<file path="config.mk">
export PLATFORM = sky130hd
export DESIGN_NAME = latent_distance_or_dot_effect_unit_flat
export DESIGN_NICKNAME = d
export VERILOG_FILES = /design/src/design/lde_pkg.sv /design/src/design/lde_if.sv /design/src/design/lde_sqrt.sv /design/src/design/lde_datapath.sv /design/src/design/lde_ctrl.sv /design/src/design/latent_distance_or_dot_effect_unit.sv /design/src/flat_wrapper.sv
export VERILOG_INCLUDE_DIRS = /design/src /design/src/design
export SDC_FILE = /design/constraint.sdc
export NUM_CORES = 1
export LEC_CHECK = 0
export ABC_AREA = 0
export BUFFER_PORTS_ARGS = -buffer_cell sky130_fd_sc_hd__buf_2
export CORE_UTILIZATION = 30
export CTS_BUF_LIST = sky130_fd_sc_hd__clkbuf_4
export DETAILED_ROUTE_END_ITERATION = 12
export SYNTH_ARGS = -nofsm -noshare
export SYNTH_HDL_FRONTEND = slang
export SYNTH_SLANG_ARGS = --single-unit
</file>
<file path="constraint.sdc">
create_clock -name i_clk -period 9.9 [get_ports i_clk]
set_input_delay 1.485 -clock i_clk [delete_from_list [all_inputs] [get_ports i_clk]]
set_output_delay 1.485 -clock i_clk [all_outputs]
set_load 0.02 [all_outputs]
</file>
<file path="src/design/latent_distance_or_dot_effect_unit_macros.svh">
// Assertion macros for the latent distance / dot effect unit.
// Included by the top level; depends on nothing else.
`ifndef LATENT_DISTANCE_OR_DOT_EFFECT_UNIT_MACROS_SVH
`define LATENT_DISTANCE_OR_DOT_EFFECT_UNIT_MACROS_SVH

// Same-cycle implication, checked outside reset.
`define LDE_ASSERT_NOW(label, clk, rst_n, ante, cons) \
    label: assert property (@(posedge clk) disable iff (!rst_n) (ante) |-> (cons)) \
        else $error("lde same-cycle check failed");

// Next-cycle implication, checked outside reset.
`define LDE_ASSERT_NEXT(label, clk, rst_n, ante, cons) \
    label: assert property (@(posedge clk) disable iff (!rst_n) (ante) |=> (cons)) \
        else $error("lde next-cycle check failed");

`endif

</file>
<file path="src/design/lde_pkg.sv">
// Shared types, widths, mode codes and saturation helpers of the effect unit.
// No dependencies; the macros header apart, every other file uses it.
`timescale 1ns / 1ps

package lde_pkg;

    localparam int COORD_W = 16;
    localparam int DIFF_W  = COORD_W + 1;
    localparam int PROD_W  = 2 * DIFF_W;
    localparam int ACC_W   = 38;
    localparam int OUT_W   = 37;
    localparam int MODE_W  = 2;
    localparam int FRAC_W  = 16;
    localparam int ROOT_W  = 27;
    localparam int RAD_W   = 2 * ROOT_W;
    localparam int STEP_W  = $clog2(ROOT_W + 1);

    localparam logic [MODE_W-1:0] MODE_DIST   = 2'd0;
    localparam logic [MODE_W-1:0] MODE_DOT    = 2'd1;
    localparam logic [MODE_W-1:0] MODE_SQDIST = 2'd2;

    typedef logic signed [COORD_W-1:0] t_coord;
    typedef logic signed [ACC_W-1:0]   t_acc;
    typedef logic signed [ACC_W:0]     t_acc_wide;
    typedef logic signed [OUT_W-1:0]   t_effect;
    typedef logic [MODE_W-1:0]         t_mode;

    localparam t_acc_wide ACC_MAX_W = t_acc_wide'((64'sd1 <<< (ACC_W - 1)) - 64'sd1);
    localparam t_acc_wide ACC_MIN_W = t_acc_wide'(-(64'sd1 <<< (ACC_W - 1)));
    localparam t_acc_wide OUT_MAX_W = t_acc_wide'((64'sd1 <<< (OUT_W - 1)) - 64'sd1);
    localparam t_acc_wide OUT_MIN_W = t_acc_wide'(-(64'sd1 <<< (OUT_W - 1)));

    // Commands from the controller to the datapath.
    typedef struct packed {
        logic capture;
        logic mul;
        logic acc;
        logic root_start;
        logic emit;
    } t_ctrl_cmd;

    // Status from the datapath back to the controller.
    typedef struct packed {
        logic is_last;
        logic mode_dist;
        logic root_done;
    } t_dp_status;

    function automatic t_acc clamp_acc(input t_acc_wide x);
        t_acc r;
        if (x > ACC_MAX_W) begin
            r = ACC_MAX_W[ACC_W-1:0];
        end else if (x < ACC_MIN_W) begin
            r = ACC_MIN_W[ACC_W-1:0];
        end else begin
            r = x[ACC_W-1:0];
        end
        return r;
    endfunction

    function automatic t_effect clamp_out(input t_acc_wide x);
        t_effect r;
        if (x > OUT_MAX_W) begin
            r = OUT_MAX_W[OUT_W-1:0];
        end else if (x < OUT_MIN_W) begin
            r = OUT_MIN_W[OUT_W-1:0];
        end else begin
            r = x[OUT_W-1:0];
        end
        return r;
    endfunction

endpackage

</file>
<file path="src/design/lde_if.sv">
// Channel interfaces: coordinate pair words in, effect words out.
// Depends on lde_pkg.
`timescale 1ns / 1ps

interface lde_in_if;
    logic            valid;
    logic            ready;
    lde_pkg::t_coord u_coord;
    lde_pkg::t_coord v_coord;
    logic            is_last;

    modport source (output valid, output u_coord, output v_coord, output is_last,
                    input ready);
    modport sink   (input valid, input u_coord, input v_coord, input is_last,
                    output ready);
endinterface

interface lde_out_if;
    logic             valid;
    logic             ready;
    lde_pkg::t_effect effect_value;
    logic             overflow;

    modport source (output valid, output effect_value, output overflow, input ready);
    modport sink   (input valid, input effect_value, input overflow, output ready);
endinterface

</file>
<file path="src/design/lde_sqrt.sv">
// Bit-serial floor square root, one root bit per cycle.
// Depends on lde_pkg.
`timescale 1ns / 1ps

module lde_sqrt (
    input  logic                       i_clk,
    input  logic                       i_rst_n,
    input  logic                       i_start,
    input  logic [lde_pkg::RAD_W-1:0]  i_radicand,
    output logic                       o_done,
    output logic [lde_pkg::ROOT_W-1:0] o_root
);
    import lde_pkg::*;

    localparam logic [STEP_W-1:0] ROOT_STEPS = STEP_W'(ROOT_W);

    logic              r_busy, n_busy;
    logic              r_done, n_done;
    logic [STEP_W-1:0] r_step, n_step;
    logic [RAD_W-1:0]  r_rad, n_rad;
    logic [ROOT_W:0]   r_rem, n_rem;
    logic [ROOT_W-1:0] r_root, n_root;

    logic [ROOT_W+2:0] w_rem_sh;
    logic [ROOT_W+2:0] w_trial;
    logic [ROOT_W+2:0] w_diff;
    logic              w_ge;

    // Bring down two radicand bits and try root*4+1.
    assign w_rem_sh = {r_rem, r_rad[RAD_W-1 -: 2]};
    assign w_trial  = {1'b0, r_root, 2'b01};
    assign w_diff   = w_rem_sh - w_trial;
    assign w_ge     = (w_rem_sh >= w_trial);

    always_comb begin
        n_busy = r_busy;
        n_done = 1'b0;
        n_step = r_step;
        n_rad  = r_rad;
        n_rem  = r_rem;
        n_root = r_root;
        if (i_start) begin
            n_busy = 1'b1;
            n_step = ROOT_STEPS;
            n_rad  = i_radicand;
            n_rem  = '0;
            n_root = '0;
        end else if (r_busy) begin
            n_rad  = {r_rad[RAD_W-3:0], 2'b00};
            n_rem  = w_ge ? w_diff[ROOT_W:0] : w_rem_sh[ROOT_W:0];
            n_root = {r_root[ROOT_W-2:0], w_ge};
            n_step = r_step - STEP_W'(1);
            if (r_step == STEP_W'(1)) begin
                n_busy = 1'b0;
                n_done = 1'b1;
            end
        end
    end

    always_ff @(posedge i_clk) begin
        if (!i_rst_n) begin
            r_busy <= 1'b0;
            r_done <= 1'b0;
        end else begin
            r_busy <= n_busy;
            r_done <= n_done;
        end
        r_step <= n_step;
        r_rad  <= n_rad;
        r_rem  <= n_rem;
        r_root <= n_root;
    end

    assign o_done = r_done;
    assign o_root = r_root;

endmodule

</file>
<file path="src/design/lde_datapath.sv">
// Datapath: mode register, multiplier, saturating accumulator, root unit, result register.
// Depends on lde_pkg and lde_sqrt.
`timescale 1ns / 1ps

module lde_datapath #(
    parameter int MAX_DIM = 16,
    parameter int CNT_W   = 5
) (
    input  logic                i_clk,
    input  logic                i_rst_n,
    input  logic                i_cfg_we,
    input  lde_pkg::t_mode      i_cfg_data,
    input  lde_pkg::t_coord     i_u_coord,
    input  lde_pkg::t_coord     i_v_coord,
    input  logic                i_is_last,
    input  lde_pkg::t_ctrl_cmd  i_cmd,
    output lde_pkg::t_dp_status o_status,
    output lde_pkg::t_effect    o_effect_value,
    output logic                o_overflow
);
    import lde_pkg::*;

    localparam logic [CNT_W-1:0] CNT_LIMIT = CNT_W'(MAX_DIM);

    t_mode                      r_mode;
    t_coord                     r_u, r_v;
    logic                       r_last;
    logic signed [PROD_W-1:0]   r_prod;
    t_acc                       r_acc;
    logic [CNT_W-1:0]           r_count;
    logic                       r_ovf_seen;
    t_effect                    r_effect;
    logic                       r_overflow;

    logic signed [DIFF_W-1:0]   w_diff, w_opa, w_opb;
    logic signed [PROD_W-1:0]   w_prod;
    t_acc_wide                  w_sum, w_neg;
    logic [RAD_W-1:0]           w_radicand;
    logic                       w_root_done;
    logic [ROOT_W-1:0]          w_root;
    t_effect                    w_result;

    assign w_diff = DIFF_W'(r_u) - DIFF_W'(r_v);
    assign w_opa  = (r_mode == MODE_DOT) ? DIFF_W'(r_u) : w_diff;
    assign w_opb  = (r_mode == MODE_DOT) ? DIFF_W'(r_v) : w_diff;
    assign w_prod = w_opa * w_opb;

    assign w_sum = t_acc_wide'(r_acc) + t_acc_wide'(r_prod);
    assign w_neg = t_acc_wide'(0) - t_acc_wide'(r_acc);

    // Negative sums read as zero under the root.
    assign w_radicand = r_acc[ACC_W-1] ? '0 : RAD_W'({r_acc[ACC_W-2:0], FRAC_W'(0)});

    lde_sqrt u_sqrt (
        .i_clk      (i_clk),
        .i_rst_n    (i_rst_n),
        .i_start    (i_cmd.root_start),
        .i_radicand (w_radicand),
        .o_done     (w_root_done),
        .o_root     (w_root)
    );

    always_comb begin
        unique case (r_mode)
            MODE_DIST: w_result = t_effect'(0) - OUT_W'(w_root);
            MODE_DOT:  w_result = clamp_out(t_acc_wide'(r_acc));
            default:   w_result = clamp_out(w_neg);
        endcase
    end

    always_ff @(posedge i_clk) begin
        if (!i_rst_n) begin
            r_mode     <= MODE_DIST;
            r_acc      <= '0;
            r_count    <= '0;
            r_ovf_seen <= 1'b0;
        end else begin
            if (i_cfg_we) begin
                r_mode <= i_cfg_data;
            end
            if (i_cmd.acc) begin
                if (r_count < CNT_LIMIT) begin
                    r_acc   <= clamp_acc(w_sum);
                    r_count <= r_count + CNT_W'(1);
                end else begin
                    r_ovf_seen <= 1'b1;
                end
            end else if (i_cmd.emit) begin
                r_acc      <= '0;
                r_count    <= '0;
                r_ovf_seen <= 1'b0;
            end
        end
    end

    always_ff @(posedge i_clk) begin
        if (i_cmd.capture) begin
            r_u    <= i_u_coord;
            r_v    <= i_v_coord;
            r_last <= i_is_last;
        end
        if (i_cmd.mul) begin
            r_prod <= w_prod;
        end
        if (i_cmd.emit) begin
            r_effect   <= w_result;
            r_overflow <= r_ovf_seen;
        end
    end

    assign o_status.is_last   = r_last;
    assign o_status.mode_dist = (r_mode == MODE_DIST);
    assign o_status.root_done = w_root_done;
    assign o_effect_value     = r_effect;
    assign o_overflow         = r_overflow;

endmodule

</file>
<file path="src/design/lde_ctrl.sv">
// Controller: sequences capture, multiply, accumulate, root and result load.
// Depends on lde_pkg.
`timescale 1ns / 1ps

module lde_ctrl (
    input  logic                i_clk,
    input  logic                i_rst_n,
    input  logic                i_in_valid,
    output logic                o_in_ready,
    output logic                o_out_valid,
    input  logic                i_out_ready,
    output lde_pkg::t_ctrl_cmd  o_cmd,
    input  lde_pkg::t_dp_status i_status
);
    import lde_pkg::*;

    localparam logic [2:0] S_IDLE    = 3'd0;
    localparam logic [2:0] S_MUL     = 3'd1;
    localparam logic [2:0] S_ACC     = 3'd2;
    localparam logic [2:0] S_ROOT_LD = 3'd3;
    localparam logic [2:0] S_ROOT    = 3'd4;
    localparam logic [2:0] S_EMIT    = 3'd5;

    logic [2:0] r_state, n_state;
    logic       r_out_valid, n_out_valid;
    logic       w_slot_free;

    assign w_slot_free = !r_out_valid || i_out_ready;

    always_comb begin
        n_state    = r_state;
        o_cmd      = '0;
        o_in_ready = 1'b0;
        unique case (r_state)
            S_IDLE: begin
                o_in_ready = 1'b1;
                if (i_in_valid) begin
                    o_cmd.capture = 1'b1;
                    n_state       = S_MUL;
                end
            end
            S_MUL: begin
                o_cmd.mul = 1'b1;
                n_state   = S_ACC;
            end
            S_ACC: begin
                o_cmd.acc = 1'b1;
                if (!i_status.is_last) begin
                    n_state = S_IDLE;
                end else if (i_status.mode_dist) begin
                    n_state = S_ROOT_LD;
                end else begin
                    n_state = S_EMIT;
                end
            end
            S_ROOT_LD: begin
                o_cmd.root_start = 1'b1;
                n_state          = S_ROOT;
            end
            S_ROOT: begin
                if (i_status.root_done) begin
                    n_state = S_EMIT;
                end
            end
            S_EMIT: begin
                if (w_slot_free) begin
                    o_cmd.emit = 1'b1;
                    n_state    = S_IDLE;
                end
            end
            default: n_state = S_IDLE;
        endcase
    end

    // Hold the result word until taken; a new load may replace it in the same cycle.
    assign n_out_valid = (r_out_valid && !i_out_ready) || o_cmd.emit;

    always_ff @(posedge i_clk) begin
        if (!i_rst_n) begin
            r_state     <= S_IDLE;
            r_out_valid <= 1'b0;
        end else begin
            r_state     <= n_state;
            r_out_valid <= n_out_valid;
        end
    end

    assign o_out_valid = r_out_valid;

endmodule

</file>
<file path="src/design/latent_distance_or_dot_effect_unit.sv">
// Top level of the latent distance / dot effect unit.
// Depends on lde_pkg, lde_if, lde_ctrl, lde_datapath, lde_sqrt and the macros header.
//
//   channel  dir  handshake          payload
//   i_in     in   valid / ready      u_coord[15:0] s, v_coord[15:0] s, is_last
//   o_out    out  valid / ready      effect_value[36:0] s, overflow
//   cfg      in   i_cfg_we           i_cfg_data[1:0] = effect_mode
//
// A coordinate pair word passes capture, multiply and accumulate. The word
// marked last then loads the result register in dot and squared distance
// modes; in distance mode it first runs root load, the root iterations of the
// bit-serial square root unit and its registered done flag, then the result
// load.
// Reset (i_rst_n low at a clock edge) clears mode, accumulator, count and flags.
// The result register holds a finished word while the next pairs are taken;
// only a second result waits for it to drain.
`timescale 1ns / 1ps
`include "latent_distance_or_dot_effect_unit_macros.svh"

module latent_distance_or_dot_effect_unit #(
    parameter int MAX_DIM = 16
) (
    input  logic                  i_clk,
    input  logic                  i_rst_n,
    input  logic                  i_cfg_we,
    input  lde_pkg::t_mode        i_cfg_data,
    lde_in_if.sink                i_in,
    lde_out_if.source             o_out
);
    import lde_pkg::*;

    // Pair counter saturates at MAX_DIM, so it must hold that value itself.
    localparam int CNT_W = $clog2(MAX_DIM + 1);

    t_ctrl_cmd  w_cmd;
    t_dp_status w_status;

    lde_ctrl u_ctrl (
        .i_clk       (i_clk),
        .i_rst_n     (i_rst_n),
        .i_in_valid  (i_in.valid),
        .o_in_ready  (i_in.ready),
        .o_out_valid (o_out.valid),
        .i_out_ready (o_out.ready),
        .o_cmd       (w_cmd),
        .i_status    (w_status)
    );

    lde_datapath #(
        .MAX_DIM (MAX_DIM),
        .CNT_W   (CNT_W)
    ) u_datapath (
        .i_clk          (i_clk),
        .i_rst_n        (i_rst_n),
        .i_cfg_we       (i_cfg_we),
        .i_cfg_data     (i_cfg_data),
        .i_u_coord      (i_in.u_coord),
        .i_v_coord      (i_in.v_coord),
        .i_is_last      (i_in.is_last),
        .i_cmd          (w_cmd),
        .o_status       (w_status),
        .o_effect_value (o_out.effect_value),
        .o_overflow     (o_out.overflow)
    );

    // An accepted word keeps the unit busy for the next cycle.
    `LDE_ASSERT_NEXT(a_busy_after_accept, i_clk, i_rst_n, i_in.valid && i_in.ready, !i_in.ready)
    // A result is loaded only into a free or draining output register.
    `LDE_ASSERT_NOW(a_load_into_free_slot, i_clk, i_rst_n, w_cmd.emit, !o_out.valid || o_out.ready)
    // A loaded result is shown on the next cycle.
    `LDE_ASSERT_NEXT(a_load_shows_word, i_clk, i_rst_n, w_cmd.emit, o_out.valid)
    // The root unit never starts while a word is being taken in.
    `LDE_ASSERT_NOW(a_root_not_on_accept, i_clk, i_rst_n, w_cmd.root_start, !w_cmd.capture)

endmodule

</file>
<file path="src/flat_wrapper.sv">
// flat-port wrapper written by rule: the top's interface ports become plain ports
module latent_distance_or_dot_effect_unit_flat import lde_pkg::*;
#(
    parameter int MAX_DIM = 16
)
  (i_clk, i_rst_n, i_cfg_we, i_cfg_data, i_in_valid, i_in_u_coord, i_in_v_coord, i_in_is_last, i_in_ready, o_out_valid, o_out_effect_value, o_out_overflow, o_out_ready);
  lde_in_if i_in_i ();
  lde_out_if o_out_i ();
  input  logic i_clk;
  input  logic i_rst_n;
  input  logic i_cfg_we;
  input  lde_pkg::t_mode i_cfg_data;
  input wire logic [$bits(i_in_i.valid)-1:0] i_in_valid;
  input wire logic [$bits(i_in_i.u_coord)-1:0] i_in_u_coord;
  input wire logic [$bits(i_in_i.v_coord)-1:0] i_in_v_coord;
  input wire logic [$bits(i_in_i.is_last)-1:0] i_in_is_last;
  output wire logic [$bits(i_in_i.ready)-1:0] i_in_ready;
  output wire logic [$bits(o_out_i.valid)-1:0] o_out_valid;
  output wire logic [$bits(o_out_i.effect_value)-1:0] o_out_effect_value;
  output wire logic [$bits(o_out_i.overflow)-1:0] o_out_overflow;
  input wire logic [$bits(o_out_i.ready)-1:0] o_out_ready;
  assign i_in_i.valid = i_in_valid;
  assign i_in_i.u_coord = i_in_u_coord;
  assign i_in_i.v_coord = i_in_v_coord;
  assign i_in_i.is_last = i_in_is_last;
  assign i_in_ready = i_in_i.ready;
  assign o_out_valid = o_out_i.valid;
  assign o_out_effect_value = o_out_i.effect_value;
  assign o_out_overflow = o_out_i.overflow;
  assign o_out_i.ready = o_out_ready;
  latent_distance_or_dot_effect_unit #(.MAX_DIM(MAX_DIM)) u_core (.i_clk(i_clk), .i_rst_n(i_rst_n), .i_cfg_we(i_cfg_we), .i_cfg_data(i_cfg_data), .i_in(i_in_i), .o_out(o_out_i));
endmodule
</file>
== Yosys cells after proc, flatten, opt, wreduce, memory -nomap -nowiden ==
Cells that the tools add are included.

* Bits in registers: 271
* Input port bits: 40
* Output and inout bits: 40
* Logic and storage cells: 101

* Add/sub/neg operators: 7
* Multipliers: 1
* Magnitude comparators: 8
* Equality and inequality tests: 12
* Mux-type cells: 40
* Bitwise gates (word level): 2
* Reduce and logical (&&, ||, !) cells: 13

{| class="wikitable"
|+ Operators by type and width
! operator !! number
|-
| $mux W38 || 5
|-
| $mux W37 || 4
|-
| $mux W54 || 2
|-
| $pmux W37 S2 || 1
|-
| $mux W53 || 1
|-
| $add A38 B34 Y39 || 1
|-
| $gt A39 B37 Y1 const B || 1
|-
| $gt A39 B38 Y1 const B || 1
|-
| $lt A39 B37 Y1 const B || 1
|-
| $lt A39 B38 Y1 const B || 1
|-
| $sub A1 B38 Y39 const A || 1
|-
| $gt A38 B37 Y1 const B || 1
|-
| $lt A38 B37 Y1 const B || 1
|-
| $mul A17 B17 Y34 || 1
|-
| $mux W17 || 2
|-
| $ge A30 B29 Y1 || 1
|-
| $mux W28 || 1
|-
| $sub A1 B27 Y28 const A || 1
|-
| $sub A28 B28 Y28 || 1
|-
| $pmux W3 S6 || 1
|-
| $sub A16 B16 Y17 || 1
|-
| $mux W1 || 15
|-
| $mux W3 || 5
|-
| $mux W5 || 3
|-
| other kinds (19) || 30
|}

== Depth between registers and ports, before layout ==
* Depth in word-level cells: 6
* Gate-level depth with buffers: 36
* Mapped depth without buffers: 35

== Hierarchy ==
Synthesis repeated with hierarchy kept, for this count alone.

* Cell total of the unflattened synthesis: 3122
* Area total of the unflattened synthesis: 28458.5 um^2

{| class="wikitable"
|+ By module, submodules not included
! module !! times used !! cells each !! area an instance (um^2) !! sequential area each (um^2)
|-
| lde_datapath || 1 || 2484 || 21799.7 || 4073.9
|-
| lde_sqrt || 1 || 606 || 6394.9 || 2862.7
|-
| lde_ctrl || 1 || 32 || 264.0 || 80.1
|}

== Least setup slack after synthesis ==
OpenSTA, ideal clock, no wires.

* Path type: register to register
* From: register u_core.u_datapath.r_u[0]
* To: register u_core.u_datapath.r_prod[32], data pin
* Setup time: 257 ps
* Arrival time: 8398 ps
* Required time: 9643 ps
* Setup slack: 1245 ps
* Cell stages (with the launch flop): 34
* Path buffers: 1
* Period minus slack after synthesis: 8655 ps
* Cells stage by stage: edfxtp_1 > inv_1 > ha_1 > fa_1 > nor2b_1 > o21ai_0 > a21boi_0 > o21ai_0 > a211oi_1 > or3_1 > a31oi_1 > o21a_1 > a211oi_1 > clkbuf_1 > nor2_1 > fa_1 > fa_1 > fa_1 > fa_1 > fa_1 > inv_1 > fa_1 > inv_1 > ha_1 > a21o_1 > a21oi_1 > inv_1 > or3_1 > a21oi_1 > nor3_1 > a2111oi_0 > nor3_1 > a211o_1 > xor2_1

* Word-level cells in the longest chain between the ends: 3
* Elaborated cells on any way between the ends: 4
* Classes of those cells: add/sub (1); mul (1); mux (2)

{| class="wikitable"
|+ Ends and longest elaborated chain
! element !! RTL line !! RTL
|-
| start, declared || lde_datapath.sv:26 || <nowiki>t_coord r_u, r_v;</nowiki>
|-
| start signal, assigned || lde_datapath.sv:98 || <nowiki>r_u <= i_u_coord;</nowiki>
|-
| $sub A16 B16 Y17 || lde_datapath.sv:43 || <nowiki>assign w_diff = DIFF_W'(r_u) - DIFF_W'(r_v);</nowiki>
|-
| $mux W17, on equally long branches || lde_datapath.sv:44, lde_datapath.sv:45 ||
|-
| $mul A17 B17 Y34 * || lde_datapath.sv:46 || <nowiki>assign w_prod = w_opa * w_opb;</nowiki>
|-
| named net u_core.u_datapath.w_prod[32] || lde_datapath.sv:36 || <nowiki>logic signed [PROD_W-1:0] w_prod;</nowiki>
|-
| end signal, assigned || lde_datapath.sv:103 || <nowiki>r_prod <= w_prod;</nowiki>
|-
| end, declared || lde_datapath.sv:28 || <nowiki>logic signed [PROD_W-1:0] r_prod;</nowiki>
|}

The timed path passes the listed nets; every way through them passes the cells marked *.
A chain may end at the register's enable or synchronous reset.

== Worst setup path in the final report ==
* From: register u_core.u_datapath.r_v[2]
* To: register u_core.u_datapath.r_prod[32], data pin

* Word-level cells in the longest chain between the ends: 3
* Elaborated cells on any way between the ends: 4
* Classes of those cells: add/sub (1); mul (1); mux (2)

{| class="wikitable"
|+ Ends and longest elaborated chain
! element !! RTL line !! RTL
|-
| start, declared || lde_datapath.sv:26 ||
|-
| start signal, assigned || lde_datapath.sv:99 || <nowiki>r_v <= i_v_coord;</nowiki>
|-
| $sub A16 B16 Y17 || lde_datapath.sv:43 ||
|-
| $mux W17, on equally long branches || lde_datapath.sv:44, lde_datapath.sv:45 ||
|-
| $mul A17 B17 Y34 * || lde_datapath.sv:46 ||
|-
| named net u_core.u_datapath.w_prod[32] || lde_datapath.sv:36 ||
|}

Marks and branches as above.

==> summary.txt <==
Place
  – GP Congestion: 0.925
  – Final HPWL DP: 56300 um
  – IO buf count: 79

Clocking
  – Num CTS Buffers: 70
  – Later-pin clock latency in the skew report: 0.84 ns
  – # clock sinks: around 260
  – H-tree depth: 3
  – Post-CTS setup buffer count: 0
  – Hold Buf Count CTS: 0
  – Cts repair resizes: 0
  – CTS tree: built
  – Clk slew on worst S/H paths: 0.10 ns
  – CTS root buffer: clkbuf_4
  – Clk buf depth: 3

Critical path
  – CP max stage cell: fa_1
  – Worst reg2reg setup slack: between 0.6 and 0.7 ns
  – CP Launch Type: flop
  – Critical path type: reg2reg
  – Endpoint class of the critical path: flop
  – CP peak stage delay: 0.65 ns
  – Critical path arrival: 9.80 ns
  – Worst-path fanout max: 12
  – CP required: approximately 10 ns
  – Most common cell on crit path: fa_1

Routing
  – Initial drt markers: 1598
  – First drt pass iteration count: 5
  – Detailed Route WL: between 70000 and 80000 um
  – Drt drc: 0
  – Via count: 21800
  – Wirelength per Cell: around 17 um
  – Post-DRT Antenna Nets: 0
  – Via-to-Cell Ratio: between 4 and 5

Timing
  – Tcrit/Tclk final: about 93%
  – Slew Viols, Final: 0
  – Unrepaired setup endpoints after global routing: false
  – # setup viols final: 0
  – Worst slew pin tran: between 1 and 1.5 ns
  – Achievable Freq: around 110 MHz
  – Max-slew headroom: 22.3%
  – TNS Setup: 0 ns
  – Minimum clock period: about 9.2 ns
  – Final Hold Viols: 0
  – Setup Skew: approximately 0.068 ns

Flow run
  – Max-Cap Viols: 0

Die
  – Horiz. Die Dim: around 300 um
  – Rows: 109
  – Core area: just under 0.09 sq mm
  – Initial Util: 30.5%
  – Die ar.: between 0.09 and 0.1 sq mm
  – Die H: between 300 and 400 um
  – Io pins: 80

Yosys
  – Mapped Avg Cell Area: roughly 9 sq um
  – Ys flop type: edfxtp_1
  – Synth Net Count: 3612
  – Syn Std Cell Area: approximately 0.027 sq mm
  – Sequential element share of the synthesized area: 24.1%
  – Share of flip-flops with an asynchronous set or reset: 0%
  – Syn Inst Count: 3099
  – Number of synthesized flops with an enable pin: about 140
  – Yosys reg bits: between 200 and 300
  – Synth warn: 0
  – Yosys cell types: a little under 80

Run status
  – Status: finished, final reports clean

Min path
  – Worst min path class: reg2reg

GRT
  – GRT Overall Usage: 16.1%
  – Initial antenna violation count: 2
  – Overflow after GRT: 0
  – Number of global-route vias before repair: 21700
  – Pin count of the biggest net entering global routing: 78
  – Global-route wire length before repair: 118000 um

Finish
  – Nets: 3676
  – Syn-to-layout area delta: 9.87%
  – Number of fill cells: about 9400
  – Layout cells sized above 1: under 10%
[cells in the mapped netlist (all sizes together) (6+ instances only)]
master | instances | area [sq um]
a21boi | 8 | 60.1
and2 | 19 | 119
o21a | 13 | 97.6
nand3 | 59 | 295
nand2b | 27 | 169
o31a | 7 | 61.3
fa | 299 | 5990
nand2 | 370 | 1390
nor3b | 12 | 90.1
xor2 | 42 | 368
o21ai | 131 | 656
inv | 424 | 1590
nand3b | 40 | 300
nor2 | 309 | 1160
a211o | 6 | 52.6
a31oi | 18 | 113
edfxtp | 143 | 4290
nor2b | 14 | 87.6
a211oi | 55 | 413
or2 | 17 | 106
o2111ai | 19 | 166
a21o | 52 | 390
nor3 | 64 | 320
mux2i | 57 | 571
o211ai | 22 | 170
dfxtp | 112 | 2240
o31ai | 14 | 105
buf | 23 | 135
a21oi | 184 | 921
nor4 | 17 | 119
clkbuf | 114 | 429
xnor2 | 100 | 876
nand4 | 24 | 150
and3 | 10 | 62.6
or3 | 16 | 100
ha | 174 | 2180
o21bai | 12 | 90.1
[per-stage QoR]
step	cell area (sq um)	cells	util [%]	hold WS, ns	worst slack (ns)
global placement	28800	4256	32.4	0.425	0.716
floorplan	27100	3099	-	0.409	1.24
finish	29800	4386	33.5	0.443	0.685
CTS	29800	4385	33.5	0.444	0.603
detailed placement	28800	4256	32.4	0.434	0.607
global route	29800	4386	33.5	0.454	0.0711
[layout make-up]
class,instances,area (sq um),share of cell area (%)
tap,1165,1460,4.90
antenna,1,2.50,0.00841
timing repair buffer,129,771,2.59
inverter,424,1590,5.35
multi-input combinational,2283,18400,62.0
clock inverter,23,159,0.534
clock buffer,106,796,2.67
sequential,255,6540,22.0
[logic make-up after synthesis]
| kind of cell | count (synthesis) | synth area share (%) |
|---|---|---|
| compound gates | 587 | 13.6 |
| simple gates | 1019 | 17.3 |
| xor+xnor | 142 | 4.59 |
| mux | 62 | 2.31 |
| buf+inv | 561 | 7.96 |
| flops | 255 | 24.1 |
| fa+ha+maj | 473 | 30.1 |
[state kept, by name, summed over array words and instances (netlist names)]
register / count
u_core.u_ctrl.o_out_valid: 1
u_core.u_ctrl.r_state: 3
u_core.u_datapath.o_effect_value: 37
u_core.u_datapath.o_overflow: 1
u_core.u_datapath.r_acc: 38
u_core.u_datapath.r_count: 5
u_core.u_datapath.r_last: 1
u_core.u_datapath.r_mode: 2
u_core.u_datapath.r_ovf_seen: 1
u_core.u_datapath.r_prod: 34
u_core.u_datapath.r_u: 16
u_core.u_datapath.r_v: 16
u_core.u_datapath.u_sqrt.o_done: 1
u_core.u_datapath.u_sqrt.o_root: 27
u_core.u_datapath.u_sqrt.r_busy: 1
u_core.u_datapath.u_sqrt.r_rad: 38
u_core.u_datapath.u_sqrt.r_rem: 28
u_core.u_datapath.u_sqrt.r_step: 5
[worst paths after layout]
path / startpoint / to / depth (start not counted)
hold / removal: u_core.u_datapath.r_ovf_seen$_SDFFE_PN0P_ / u_core.u_datapath.o_overflow$_DFFE_PP_ / 0
setup reg to reg: u_core.u_datapath.r_v[2]$_DFFE_PP_ / u_core.u_datapath.r_prod[32]$_DFFE_PP_ / 32
hold reg to reg: u_core.u_datapath.r_ovf_seen$_SDFFE_PN0P_ / u_core.u_datapath.o_overflow$_DFFE_PP_ / 0
setup / recovery: u_core.u_datapath.r_v[2]$_DFFE_PP_ / u_core.u_datapath.r_prod[32]$_DFFE_PP_ / 32
[metal layers]
metal  global-route usage, %  routed length, um  vias up
met5                       0                  0        -
met4                    4.51               1690        0
met3                    2.72               3950       92
met2                    26.0              32900      599
met1                    22.1              34200    10500
li1                        -                  -    10500
[worst max-delay path, delay by kind of cell (launching register included)]
family	cells	cell delay, ns
adders and majority gates	8	3.89
AOI/OAI and AO/OA	12	3.01
and+or+nand+nor	6	1.17
DFF	1	0.42
buffers and inverters	5	0.32
xor gates and xnor gates	1	0.14
[cell usage in the layout, fill, tap and decap left out, types with 24 or more instances in the layout]
cell type	synthesis	routed
a211oi_1	55	55
a21o_1	52	52
a21oi_1	184	183
buf_2	3	79
buf_4	0	50
clkbuf_4	0	106
dfxtp_1	112	111
edfxtp_1	143	143
fa_1	299	299
ha_1	174	174
inv_1	424	423
mux2i_1	57	57
nand2_1	370	370
nand2b_1	27	27
nand3_1	59	59
nand3b_1	40	40
nand4_1	24	24
nor2_1	309	308
nor3_1	64	64
o21ai_0	126	126
xnor2_1	100	100
xor2_1	42	42
Power is left out: the tool's default activity adds up to more than one toggle a clock period on the data nets, which glitch-free logic cannot reach.
